`src/rtl/core/msw_div.sv`:
```
module msw_div #(
    parameter int DW = 25,
    parameter int VW = 11
) (
    input  logic          i_clk,
    input  logic          i_rst_n,
    input  logic          i_start,
    input  logic [DW-1:0] i_dividend,
    input  logic [VW-1:0] i_divisor,
    output logic          o_done,
    output logic [DW-1:0] o_quot
);

    localparam int CW = $clog2(DW + 1);

    logic          r_busy;
    logic          r_done;
    logic [CW-1:0] r_cnt;
    logic [VW-1:0] r_dvs;
    logic [VW-1:0] r_rem;
    logic [DW-1:0] r_q;

    logic [VW:0] trial;
    logic [VW:0] diff;
    logic        q_bit;

    // One restoring step: shift in the next dividend bit, subtract if it fits
    always_comb begin
        trial = {r_rem, r_q[DW-1]};
        diff  = trial - {1'b0, r_dvs};
        q_bit = (trial >= {1'b0, r_dvs});
    end

    // Control
    always_ff @(posedge i_clk) begin
        if (!i_rst_n) begin
            r_busy <= 1'b0;
            r_done <= 1'b0;
            r_cnt  <= '0;
        end else begin
            r_done <= 1'b0;
            if (i_start) begin
                r_busy <= 1'b1;
                r_cnt  <= CW'(DW);
            end else if (r_busy) begin
                r_cnt <= r_cnt - 1'b1;
                if (r_cnt == CW'(1)) begin
                    r_busy <= 1'b0;
                    r_done <= 1'b1;
                end
            end
        end
    end

    // Datapath: dividend shifts out as quotient shifts in
    always_ff @(posedge i_clk) begin
        if (i_start) begin
            r_dvs <= i_divisor;
            r_rem <= '0;
            r_q   <= i_dividend;
        end else if (r_busy) begin
            r_rem <= q_bit ? diff[VW-1:0] : trial[VW-1:0];
            r_q   <= {r_q[DW-2:0], q_bit};
        end
    end

    assign o_done = r_done;
    assign o_quot = r_q;

endmodule

```
`config.mk`:
```
export PLATFORM = sky130hd
export DESIGN_NAME = msw_div
export DESIGN_NICKNAME = d
export VERILOG_FILES = /design/src/rtl/core/msw_div.sv
export SDC_FILE = /design/constraint.sdc
export NUM_CORES = 1
export LEC_CHECK = 0
export BUFFER_PORTS_ARGS = -buffer_cell sky130_fd_sc_hd__buf_2
export CAP_MARGIN = 20
export CORE_ASPECT_RATIO = 2
export CORE_MARGIN = 5
export CORE_UTILIZATION = 48
export CTS_CLUSTER_DIAMETER = 150
export DETAILED_ROUTE_END_ITERATION = 16
export GPL_ROUTABILITY_DRIVEN = 0
export PLACE_DENSITY = 0.82
export SLEW_MARGIN = 20
export SYNTH_ARGS = -nofsm -noshare
export SYNTH_HDL_FRONTEND = slang
export SYNTH_SLANG_ARGS = --single-unit
```
`constraint.sdc`:
```
create_clock -name i_clk -period 1.98 [get_ports i_clk]
set_input_delay 0.198 -clock i_clk [delete_from_list [all_inputs] [get_ports i_clk]]
set_output_delay 0.198 -clock i_clk [all_outputs]
set_load 0.03 [all_outputs]
```
==> reports/metrics.csv, run 1 <==
stage,metric,value,unit
status,status,finished with violations,
status,violations,setup timing,
clock_network,clk_pin_slew,100,ps
pwr,p_int,2.13,mW
route,drcViolationCount,0,
clock_network,cts_buffer_depth,2,
worst_hold_path,min_path_type,in -> reg,
placed_design,numPlacedInstances,379,
global_routing,grt_use_total,18.9,%
sta,layout_min_cycle_time,2200,ps
synthesis,synth_area,2700,µm²
synthesis,syn_inst,224,
synthesis,synth-edff-count,36,
clock_network,cts_tree,yes,
run,cap_violations,0,
finish,mostFrequentLayoutCells,"buf_2, buf_4, edfxtp_1, mux2_2, nor2_1",
finish,fill_cells,397,
floorplanning,fp-row-count,38,
synthesis,ys_seq_area_share,53.5,%
synthesis,synth_nets,277,
critical_path,crit_type,reg -> reg,
clock_network,clock_latency,310,ps
global_routing,grt_max_degree,26,
global_routing,grt_pass1_vias,2356,
clock_network,postCtsHoldBufs,0,
sta,worst_pin_slew,556,ps
sta,finalHoldViolCount,0,
finish,syn_to_final_growth,34.7,%
pwr,p_per_area,805,nW/µm²
synthesis,yosysTopAreaCellShare,40.1,%
pwr,p_clk_share,29.2,%
synthesis,async_flop_share,0,%
floorplanning,die_width,63.0,µm
pwr,p_leak,1.62,nW
floorplanning,start_util,49.3,%
global_routing,grt_pass1_wl,10.8,mm
synthesis,yosysWarnings,0,
synthesis,ys_top_cells_by_area,"edfxtp_1, dfxtp_1, mux2_2",
sta,rsz0062_at_grt,yes,
route,detail_route.wl_per_cell,17.5,µm
floorplanning,die_area,7300,µm²
floorplanning,core_region_area,5470,µm²
critical_path,worstPathMaxFanout,4,
finish,regArea,1440,µm²
pwr,swShare,27.2,%
clock_network,clock_sinks,54,
sta,final-max-slew-violation-count,0,
global_routing,grt_antenna_before_repair,0,
route,wirelength,6.90,mm
critical_path,cp.arrival,2460,ps
clock_network,cts_inserted_buffers,5,
route,vias_per_cell,5.59,
finish,layoutNonFillerInstCount,393,
pwr,power_frac_comb,24.1,%
sta,fin_skew,13.0,ps
finish,drive_gt1_share,48.0,%
route,antenna_left,0,
placed_design,post-dp-hpwl,5.04,mm
route,num_vias,2198,
placed_design,numPortBuffers,64,
sta,final.setup.worst_slack,-217,ps
finish,fin_nets,385,
synthesis,yosys.area_share.simple,9.61,%
pwr,p_switching,0.795,mW
synthesis,avgSynthCellArea,12.0,µm²
finish,diodes,0,
floorplanning,fp.dieH,116,µm
clock_network,htreeDepth,2,
sta,holdWs,52.2,ps
critical_path,worstSetupEndpointType,register,
floorplanning,io_pins,65,
synthesis,synth_largest_area_cell,edfxtp_1,
critical_path,crit_path_start_kind,register,
synthesis,synth_top_family_by_area,compound AO/OA/AOI/OAI gates,
synthesis,yosysUniqueCellTypes,42,
synthesis,synth.mux.area_fraction,11.0,%
finish,multiInputGateArea,1240,µm²
pwr,vdd_drop_max,0.805,mV
synthesis,synth_xor_area_share,3.25,%
synthesis,synth_adder_area_share,6.78,%
sta,fmax,455,MHz
route,drt_iter0_markers,31,
clock_network,clockRootBuffer,clkbuf_8,
sta,relSlewSlack,63.0,%
route,drtPass1Iterations,4,
sta,post-route-period-util,111,%
finish,mostFrequentLayoutCell,buf_2,
global_routing,overflow,0,
synthesis,synth_ff_type,edfxtp_1,
pwr,p_seq_share,46.8,%
sta,setup_viol,12,
synthesis,ys_ff_latch,54,
critical_path,cp.required,2240,ps
synthesis,synth_compound_area_share,12.0,%
[worst paths after layout]
| path | endpoint | slack [ps] | start | cells after the start |
|---|---|---|---|---|
| worst max-delay path | r_rem[10] | -220 | r_dvs[0] | 8 |
| worst min-delay path | r_dvs[2] | 50 | i_divisor[2] | 1 |
| worst max register to register | r_rem[10] | -220 | r_dvs[0] | 8 |
| worst min register to register | r_rem[4] | 530 | r_rem[3] | 2 |
[state kept, by name, indices dropped and copies added, names as in the netlist]
register,count
o_done,1
o_quot,25
r_busy,1
r_cnt,5
r_dvs,11
r_rem,11
[cells in the mapped netlist, types with 2 or more instances]
| master | instances |
|---|---|
| a21o_1 | 2 |
| nand2b_1 | 5 |
| xnor2_1 | 3 |
| o311a_1 | 2 |
| edfxtp_1 | 36 |
| mux2_2 | 25 |
| clkbuf_1 | 5 |
| a21oi_1 | 6 |
| dfxtp_1 | 18 |
| nor3_1 | 3 |
| a311oi_1 | 2 |
| nor4_1 | 2 |
| o21ai_0 | 7 |
| nand2_1 | 11 |
| o211ai_1 | 2 |
| a32oi_1 | 4 |
| ha_1 | 13 |
| nand3b_1 | 2 |
| nor2_1 | 23 |
| o31ai_1 | 3 |
| a211oi_1 | 3 |
| a2111o_1 | 2 |
| xor2_1 | 7 |
| o21a_1 | 3 |
| inv_1 | 17 |
| nand4_1 | 2 |
[metal layers]
| metal | track usage [%] | part of all wire [%] |
|---|---|---|
| met5 | 0 | 0 |
| met3 | 4.46 | 5.5 |
| met2 | 35.2 | 57 |
| met1 | 18.3 | 33 |
| met4 | 11.2 | 4.6 |
[per-stage QoR]
stage          utilization [%]  setup slack [ps]  area (µm²)  total power [mW]  TNS, ps
5_1_grt                   66.4              -308        3630              3.06    -2890
6_report                  66.4              -217        3630              2.92    -1810
3_3_place_gp              61.7              -251        3370              2.02    -2100
2_1_floorplan                -              -386        2700              1.78    -3750
3_5_place_dp              61.7              -309        3370              2.04    -2620
4_1_cts                   64.9              -186        3550              2.91    -1480
[critical path, cell delays in order, from the launching register on]
cell and delay [ps]:
edfxtp_1 390, ha_2 210, fa_2 370, nor2b_4 150, o31a_4 160, o21ai_4 60, a21o_2 240, or4b_1 510
nand2_1 70
[power groups by stage]
stage | combinational [mW] | clock [mW] | sequential [mW]
floorplan | 0.289 | 0 | 1.49
global placement | 0.636 | 0 | 1.39
detailed placement | 0.654 | 0 | 1.39
CTS | 0.673 | 0.865 | 1.37
global route | 0.758 | 0.923 | 1.38
finish | 0.703 | 0.852 | 1.37
[final cells by class]
| cell class | instances | share of cell area (%) |
|---|---|---|
| inverter | 17 | 1.76 |
| tap | 60 | 2.07 |
| sequential | 54 | 39.7 |
| timing repair buffer | 108 | 18.7 |
| clock buffer | 5 | 1.90 |
| multi-input combinational | 146 | 34.1 |
| clock inverter | 3 | 1.76 |
[timing repair]
action | in CTS | in global routing
cloned | 0 | 1
hold endpoints to repair | 0 | 0
setup buffers | 3 | 2
pin swaps | 2 | 4
setup endpoints to repair | 12 | 12
resized for setup | 8 | 12
[logic make-up (layout without fill, tap and decap cells)]
| kind of cell | count (synthesis) | after routing |
|---|---|---|
| AOI/OAI and AO/OA | 42 | 43 |
| xor gates and xnor gates | 10 | 10 |
| adders and majority gates | 14 | 14 |
| buffers and inverters | 25 | 133 |
| DFF | 54 | 54 |
| muxes | 26 | 26 |
| and+or+nand+nor | 53 | 53 |
Note: power is estimated with default switching activity, not from simulation.
==> inputs of run 2 (changes only) <==
Settings changed: CAP_MARGIN 20 to 5, CELL_PAD_IN_SITES_DETAIL_PLACEMENT from default to 0, CELL_PAD_IN_SITES_GLOBAL_PLACEMENT from default to 2, CORE_UTILIZATION 48 to 31, PLACE_DENSITY 0.82 to 0.81.
==> run 2 against run 1 <==
The run still ends with setup timing left. First-iteration DRC count increased by 45%. Clock-buffer cell count increased by 3. Sequential share of layout area decreased by 2.0 points. Register-to-register slack improved by 30 ps. Via count decreased by 1.9%. Power increased by 7.4%. Largest cell class unchanged. Highest routed layer unchanged.
==> reports/metrics.csv, run 2 (synthesis results as in run 1) <==
stage,metric,value,unit,change
finish,regArea,1440,µm²,unchanged
clock_network,postCtsHoldBufs,0,,unchanged
global_routing,overflow,0,,unchanged
pwr,vdd_drop_max,0.706,mV,-12%
critical_path,r2r_slack,-190,ps,+30 ps
route,drt_iter0_markers,45,,+45%
finish,layoutNonFillerInstCount,440,,+12%
clock_network,clock_latency,290,ps,-20 ps
worst_hold_path,holdPathStages,1,,unchanged
clock_network,cts_tree,yes,,
finish,syn_to_final_growth,41.7,%,
critical_path,cp_top_family,simple AND/OR/NAND/NOR gates,,
critical_path,worstPathMaxFanout,5,,+1
pwr,p_per_area,822,nW/µm²,+2.1%
critical_path,rr_endpoint,r_rem[10],,
finish,fin_nets,392,,+1.8%
run,cap_violations,0,,unchanged
floorplanning,start_util,31.4,%,-18 points
clock_network,clock_sinks,54,,unchanged
critical_path,cp.required,2220,ps,-20 ps
sta,fmax,461,MHz,+1.2%
global_routing,grt_max_degree,26,,unchanged
critical_path,regToRegStartpoint,r_dvs[0],,
placed_design,preCtsSetupSlack,-306,ps,+2.81 ps
critical_path,cpPeakStageDelay,510,ps,about the same
critical_path,r2r_cells,8,,unchanged
route,detail_route.wl_per_cell,15.6,µm,-11%
finish,drive_gt1_share,49.7,%,+1.7 points
sta,rsz0062_at_grt,yes,,
status,violations,setup timing,,
clock_network,cts_inserted_buffers,5,,unchanged
status,status,finished with violations,,
sta,final.setup.worst_slack,-191,ps,+26.1 ps
critical_path,cp_cell_sequence,ha_4 > fa_2 > nor2b_4 > o31a_4 > o21ai_4 > a21o_4 > or4b_1 > nand2_1,,
finish,mostFrequentLayoutCells,"buf_2, buf_4, edfxtp_1, mux2_2, nor2_1",,
sta,post-route-period-util,110,%,-1.3 points
clock_network,htreeDepth,2,,unchanged
sta,layout_min_cycle_time,2170,ps,-26.1 ps
worst_hold_path,min_to,r_dvs[3],,
critical_path,crit_type,reg -> reg,,
worst_hold_path,min_from,i_divisor[3],,
floorplanning,die_area,10800,µm²,+47%
finish,mostFrequentLayoutCell,buf_2,,
floorplanning,die_width,75.9,µm,+21%
clock_network,clockRootBuffer,clkbuf_16,,
floorplanning,fp.dieH,142,µm,+22%
global_routing,grt_antenna_before_repair,0,,unchanged
critical_path,worstSetupEndpointType,register,,
route,num_vias,2157,,-1.9%
finish,diodes,0,,unchanged
placed_design,placed_area,3480,µm²,+3.3%
floorplanning,core_region_area,8590,µm²,+57%
sta,worst_pin_slew,570,ps,+14.5 ps
critical_path,crit_path_start_kind,register,,
placed_design,post-dp-hpwl,5.42,mm,+7.5%
floorplanning,fp-row-count,48,,+26%
critical_path,cp.arrival,2410,ps,-50 ps
global_routing,grt_pass1_wl,11.2,mm,+3.8%
sta,setup_viol,12,,unchanged
clock_network,clk_pin_slew,70,ps,-30 ps
clock_network,cts_buffer_depth,2,,unchanged
route,drtPass1Iterations,4,,unchanged
sta,final-max-slew-violation-count,0,,unchanged
finish,multiInputGateArea,1250,µm²,+1.3%
route,drcViolationCount,0,,unchanged
placed_design,numPortBuffers,64,,unchanged
placed_design,numPlacedInstances,427,,+13%
sta,finalHoldViolCount,0,,unchanged
global_routing,grt_pass1_vias,2387,,+1.3%
route,wirelength,6.87,mm,-0.35%
sta,relSlewSlack,62.0,%,-0.97 points
critical_path,slowest_stage,or4b_1,,
sta,fin_skew,4.63,ps,-8.36 ps
pwr,p_leak,1.68,nW,+3.4%
floorplanning,io_pins,65,,unchanged
finish,largest_reg_flops,25,,unchanged
finish,design_area,3820,µm²,+5.2%
worst_hold_path,min_path_type,in -> reg,,
finish,fill_cells,810,,+100%
critical_path,path_buf_inv,0,,unchanged
sta,fin_setup_tns,-1150,ps,+659 ps
route,vias_per_cell,4.90,,-12%
global_routing,grt_use_total,13.0,%,-5.8 points
route,antenna_left,0,,unchanged
-- run 2: changes by cell type in the layout (fill, tap and decap cells not counted), sizes merged --
cell	before	now
clkbuf	5	8
buf	108	115
bufinv	2	0
clkinv	1	0
-- run 2: what timing repair did --
action                                  CTS  global route
endpoints found under the setup margin   12            12
hold endpoints to repair                  0             0
gates cloned                              1             0
setup buffers                             3             1
pin swaps                                 6             7
gates resized for setup                  15            12
-- run 2: final cells by class --
class,count,share of cell area (%)
clock buffer,8,4.95
inverter,17,1.67
multi-input combinational,146,32.8
sequential,54,37.7
tap,100,3.28
timing repair buffer,115,19.6
-- run 2: per-stage QoR --
| step | total power, mW | util, % | hold slack (ps) |
|---|---|---|---|
| finish | 3.14 | 44.5 | 72.8 |
| detailed placement | 2.07 | 40.5 | 376 |
| global placement | 2.06 | 40.5 | 375 |
| floorplan | 1.78 | - | 297 |
| global route | 3.29 | 44.5 | 61.9 |
| CTS | 3.16 | 43.8 | 65.0 |
-- run 2: worst register-to-register path, cell delays in order (launching register included) --
cell      delay (ps)
edfxtp_1         420
ha_4             190
fa_2             360
nor2b_4          130
o31a_4           150
o21ai_4           70
a21o_4           230
or4b_1           510
nand2_1           60
-- run 2: power by group --
part | switching, mW | leakage (nW) | internal, mW
Clock | 0.400 | 0.0935 | 0.658
Combinational | 0.381 | 1.08 | 0.332
Sequential | 0.0535 | 0.507 | 1.31
-- run 2: layer usage --
| metal | vias to the layer above | share of wire [%] | track usage (%) |
|---|---|---|---|
| met3 | 15 | 4.4 | 2.48 |
| li1 | 1056 | - | - |
| met4 | 0 | 4.4 | 8.16 |
| met2 | 64 | 57 | 25.5 |
| met1 | 1022 | 34 | 11.9 |
| met5 | - | 0 | 0 |
-- run 2: how the worst max path moves through the flow --
stage,start,to,slack [ps],cells after the start
CTS,o_quot[24],r_rem[10],-170,10
finish,r_dvs[0],r_rem[10],-190,8
global route,r_dvs[0],r_rem[10],-260,8
floorplan,o_quot[24],r_rem[0],-390,10
global placement,o_quot[24],r_rem[0],-260,9
detailed placement,o_quot[24],r_rem[0],-310,9
==> inputs of run 3 (changes only) <==
Settings changed: REMOVE_ABC_BUFFERS from default to 1.
==> run 3 against run 2 <==
Sequential power hardly changed. Worst setup slack worse by 13 ps. Largest power group unchanged. Final cell count stayed put. The flow still finishes with violations (setup timing). Clock power hardly changed.
==> reports/metrics.csv, run 3 (synthesis results as in run 1) <==
stage,metric,value,unit,change
critical_path,rr_endpoint,r_rem[10],,
run,cap_violations,0,,unchanged
floorplanning,io_pins,65,,unchanged
critical_path,cp_top_family,compound AO/OA/AOI/OAI gates,,
route,detail_route.wl_per_cell,15.4,µm,-1.3%
finish,mostFrequentLayoutCells,"buf_2, buf_4, edfxtp_1, mux2_2, nor2_1",,
route,drtPass1Iterations,4,,unchanged
global_routing,grt_antenna_before_repair,0,,unchanged
sta,post-route-period-util,110,%,+0.67 points
floorplanning,start_util,31.4,%,unchanged
sta,fmax,458,MHz,-0.61%
finish,drive_gt1_share,48.2,%,-1.5 points
route,drt_iter0_markers,51,,+13%
route,antenna_left,0,,unchanged
clock_network,cts_inserted_buffers,5,,unchanged
worst_hold_path,holdPathStages,1,,unchanged
clock_network,clock_latency,300,ps,about the same
placed_design,post-dp-hpwl,5.36,mm,-0.96%
pwr,vdd_drop_max,0.610,mV,-14%
critical_path,worstSetupEndpointType,register,,
finish,fill_cells,831,,+2.6%
critical_path,crit_type,reg -> reg,,
pwr,total_power,3.10,mW,-1.1%
status,status,finished with violations,,
route,drcViolationCount,0,,unchanged
sta,final-max-slew-violation-count,0,,unchanged
critical_path,regToRegStartpoint,o_quot[24],,
critical_path,slowest_stage,or4b_1,,
global_routing,grt_pass1_vias,2362,,-1.0%
route,num_vias,2103,,-2.5%
global_routing,grt_max_degree,26,,unchanged
clock_network,cts_buffer_depth,2,,unchanged
sta,worst_pin_slew,430,ps,-140 ps
clock_network,clockRootBuffer,clkbuf_16,,
critical_path,path_buf_inv,2,,+2
global_routing,overflow,0,,unchanged
critical_path,r2r_slack,-200,ps,about the same
clock_network,cts_tree,yes,,
sta,rsz0062_at_grt,yes,,
pwr,p_leak,1.66,nW,-0.89%
sta,holdWs,70.7,ps,-2.09 ps
finish,fin_nets,392,,unchanged
clock_network,clk_pin_slew,70,ps,about the same
floorplanning,fp.dieH,142,µm,unchanged
critical_path,cp_cell_sequence,inv_2 > ha_4 > fa_2 > nor2b_4 > o31a_4 > buf_6 > o21a_1 > o21ai_1 > or4b_1 > nand2_1,,
worst_hold_path,min_path_type,in -> reg,,
critical_path,crit_path_start_kind,register,,
status,violations,setup timing,,
clock_network,clock_sinks,54,,unchanged
floorplanning,core_region_area,8590,µm²,unchanged
global_routing,grt_pass1_wl,11.1,mm,-0.44%
worst_hold_path,min_from,i_divisor[3],,
floorplanning,die_area,10800,µm²,unchanged
sta,relSlewSlack,71.2,%,+9.2 points
clock_network,postCtsHoldBufs,0,,unchanged
critical_path,cp.required,2230,ps,about the same
clock_network,htreeDepth,2,,unchanged
sta,setup_viol,12,,unchanged
floorplanning,die_width,75.9,µm,unchanged
finish,syn_to_final_growth,39.9,%,
sta,final.setup.worst_slack,-205,ps,-13.3 ps
placed_design,numPortBuffers,64,,unchanged
global_routing,grt_use_total,13.0,%,-0.030 points
finish,largest_reg_flops,25,,unchanged
floorplanning,fp-row-count,48,,unchanged
critical_path,r2r_cells,10,,+2
sta,fin_skew,6.88,ps,+2.26 ps
critical_path,cp.arrival,2430,ps,+20 ps
critical_path,cpPeakStageDelay,430,ps,-80 ps
sta,finalHoldViolCount,0,,unchanged
pwr,p_per_area,823,nW/µm²,+0.22%
route,wirelength,6.78,mm,-1.3%
sta,layout_min_cycle_time,2180,ps,+13.3 ps
worst_hold_path,min_to,r_dvs[3],,
critical_path,worstPathMaxFanout,3,,-2
route,vias_per_cell,4.78,,-2.5%
finish,mostFrequentLayoutCell,buf_2,,
finish,diodes,0,,unchanged
==> run 3: power by group <==
group          switching (mW)  internal, mW  total, mW
clock                   0.403         0.633       1.04
combinational           0.375         0.329      0.704
sequential             0.0506          1.31       1.36
total                   0.829          2.28       3.10
==> run 3: layer usage <==
layer  vias to the layer above  routed length, µm  global-route usage (%)  share of wire (%)
met3                         9                273                    2.80                4.0
met1                       991               2290                    11.5                 34
met4                         0                140                    5.35                2.1
met2                        45               4080                    26.9                 60
met5                         -                  0                       0                  0
li1                       1058                  -                       -                  -
==> run 3: stage by stage <==
step	worst slack (ps)	setup TNS, ps	util (%)	instances	area (µm²)
final	-205	-1460	43.9	440	3770
after global routing	-324	-2700	43.9	440	3770
after CTS	-250	-2390	43.0	437	3690
after detailed placement	-414	-3900	40.5	427	3480
after global placement	-362	-3270	40.5	427	3480
after floorplan	-639	-5460	-	216	2650
==> run 3: how the worst max path moves through the flow <==
| stage | start | endpoint | slack, ps | depth (start not counted) |
|---|---|---|---|---|
| final | o_quot[24] | r_rem[10] | -200 | 10 |
| after global placement | o_quot[24] | r_rem[3] | -360 | 9 |
| after CTS | r_dvs[0] | r_rem[3] | -250 | 8 |
| after global routing | o_quot[24] | r_rem[10] | -320 | 10 |
| after floorplan | o_quot[24] | r_rem[3] | -640 | 9 |
| after detailed placement | o_quot[24] | r_rem[3] | -410 | 9 |
==> run 3: final cells by class <==
| cell class | count | area, µm² | share of cell area, % |
|---|---|---|---|
| clock buffer | 7 | 143 | 3.78 |
| multi-input combinational | 146 | 1210 | 32.1 |
| tap | 100 | 125 | 3.32 |
| timing repair buffer | 115 | 757 | 20.1 |
| clock inverter | 1 | 30.0 | 0.797 |
| sequential | 54 | 1440 | 38.2 |
| inverter | 17 | 63.8 | 1.69 |
==> run 3: what timing repair did <==
item,CTS,global route
cloned,0,2
pin swaps,14,9
resized for setup,12,8
buffers inserted,2,1
endpoints found under the setup margin,12,12
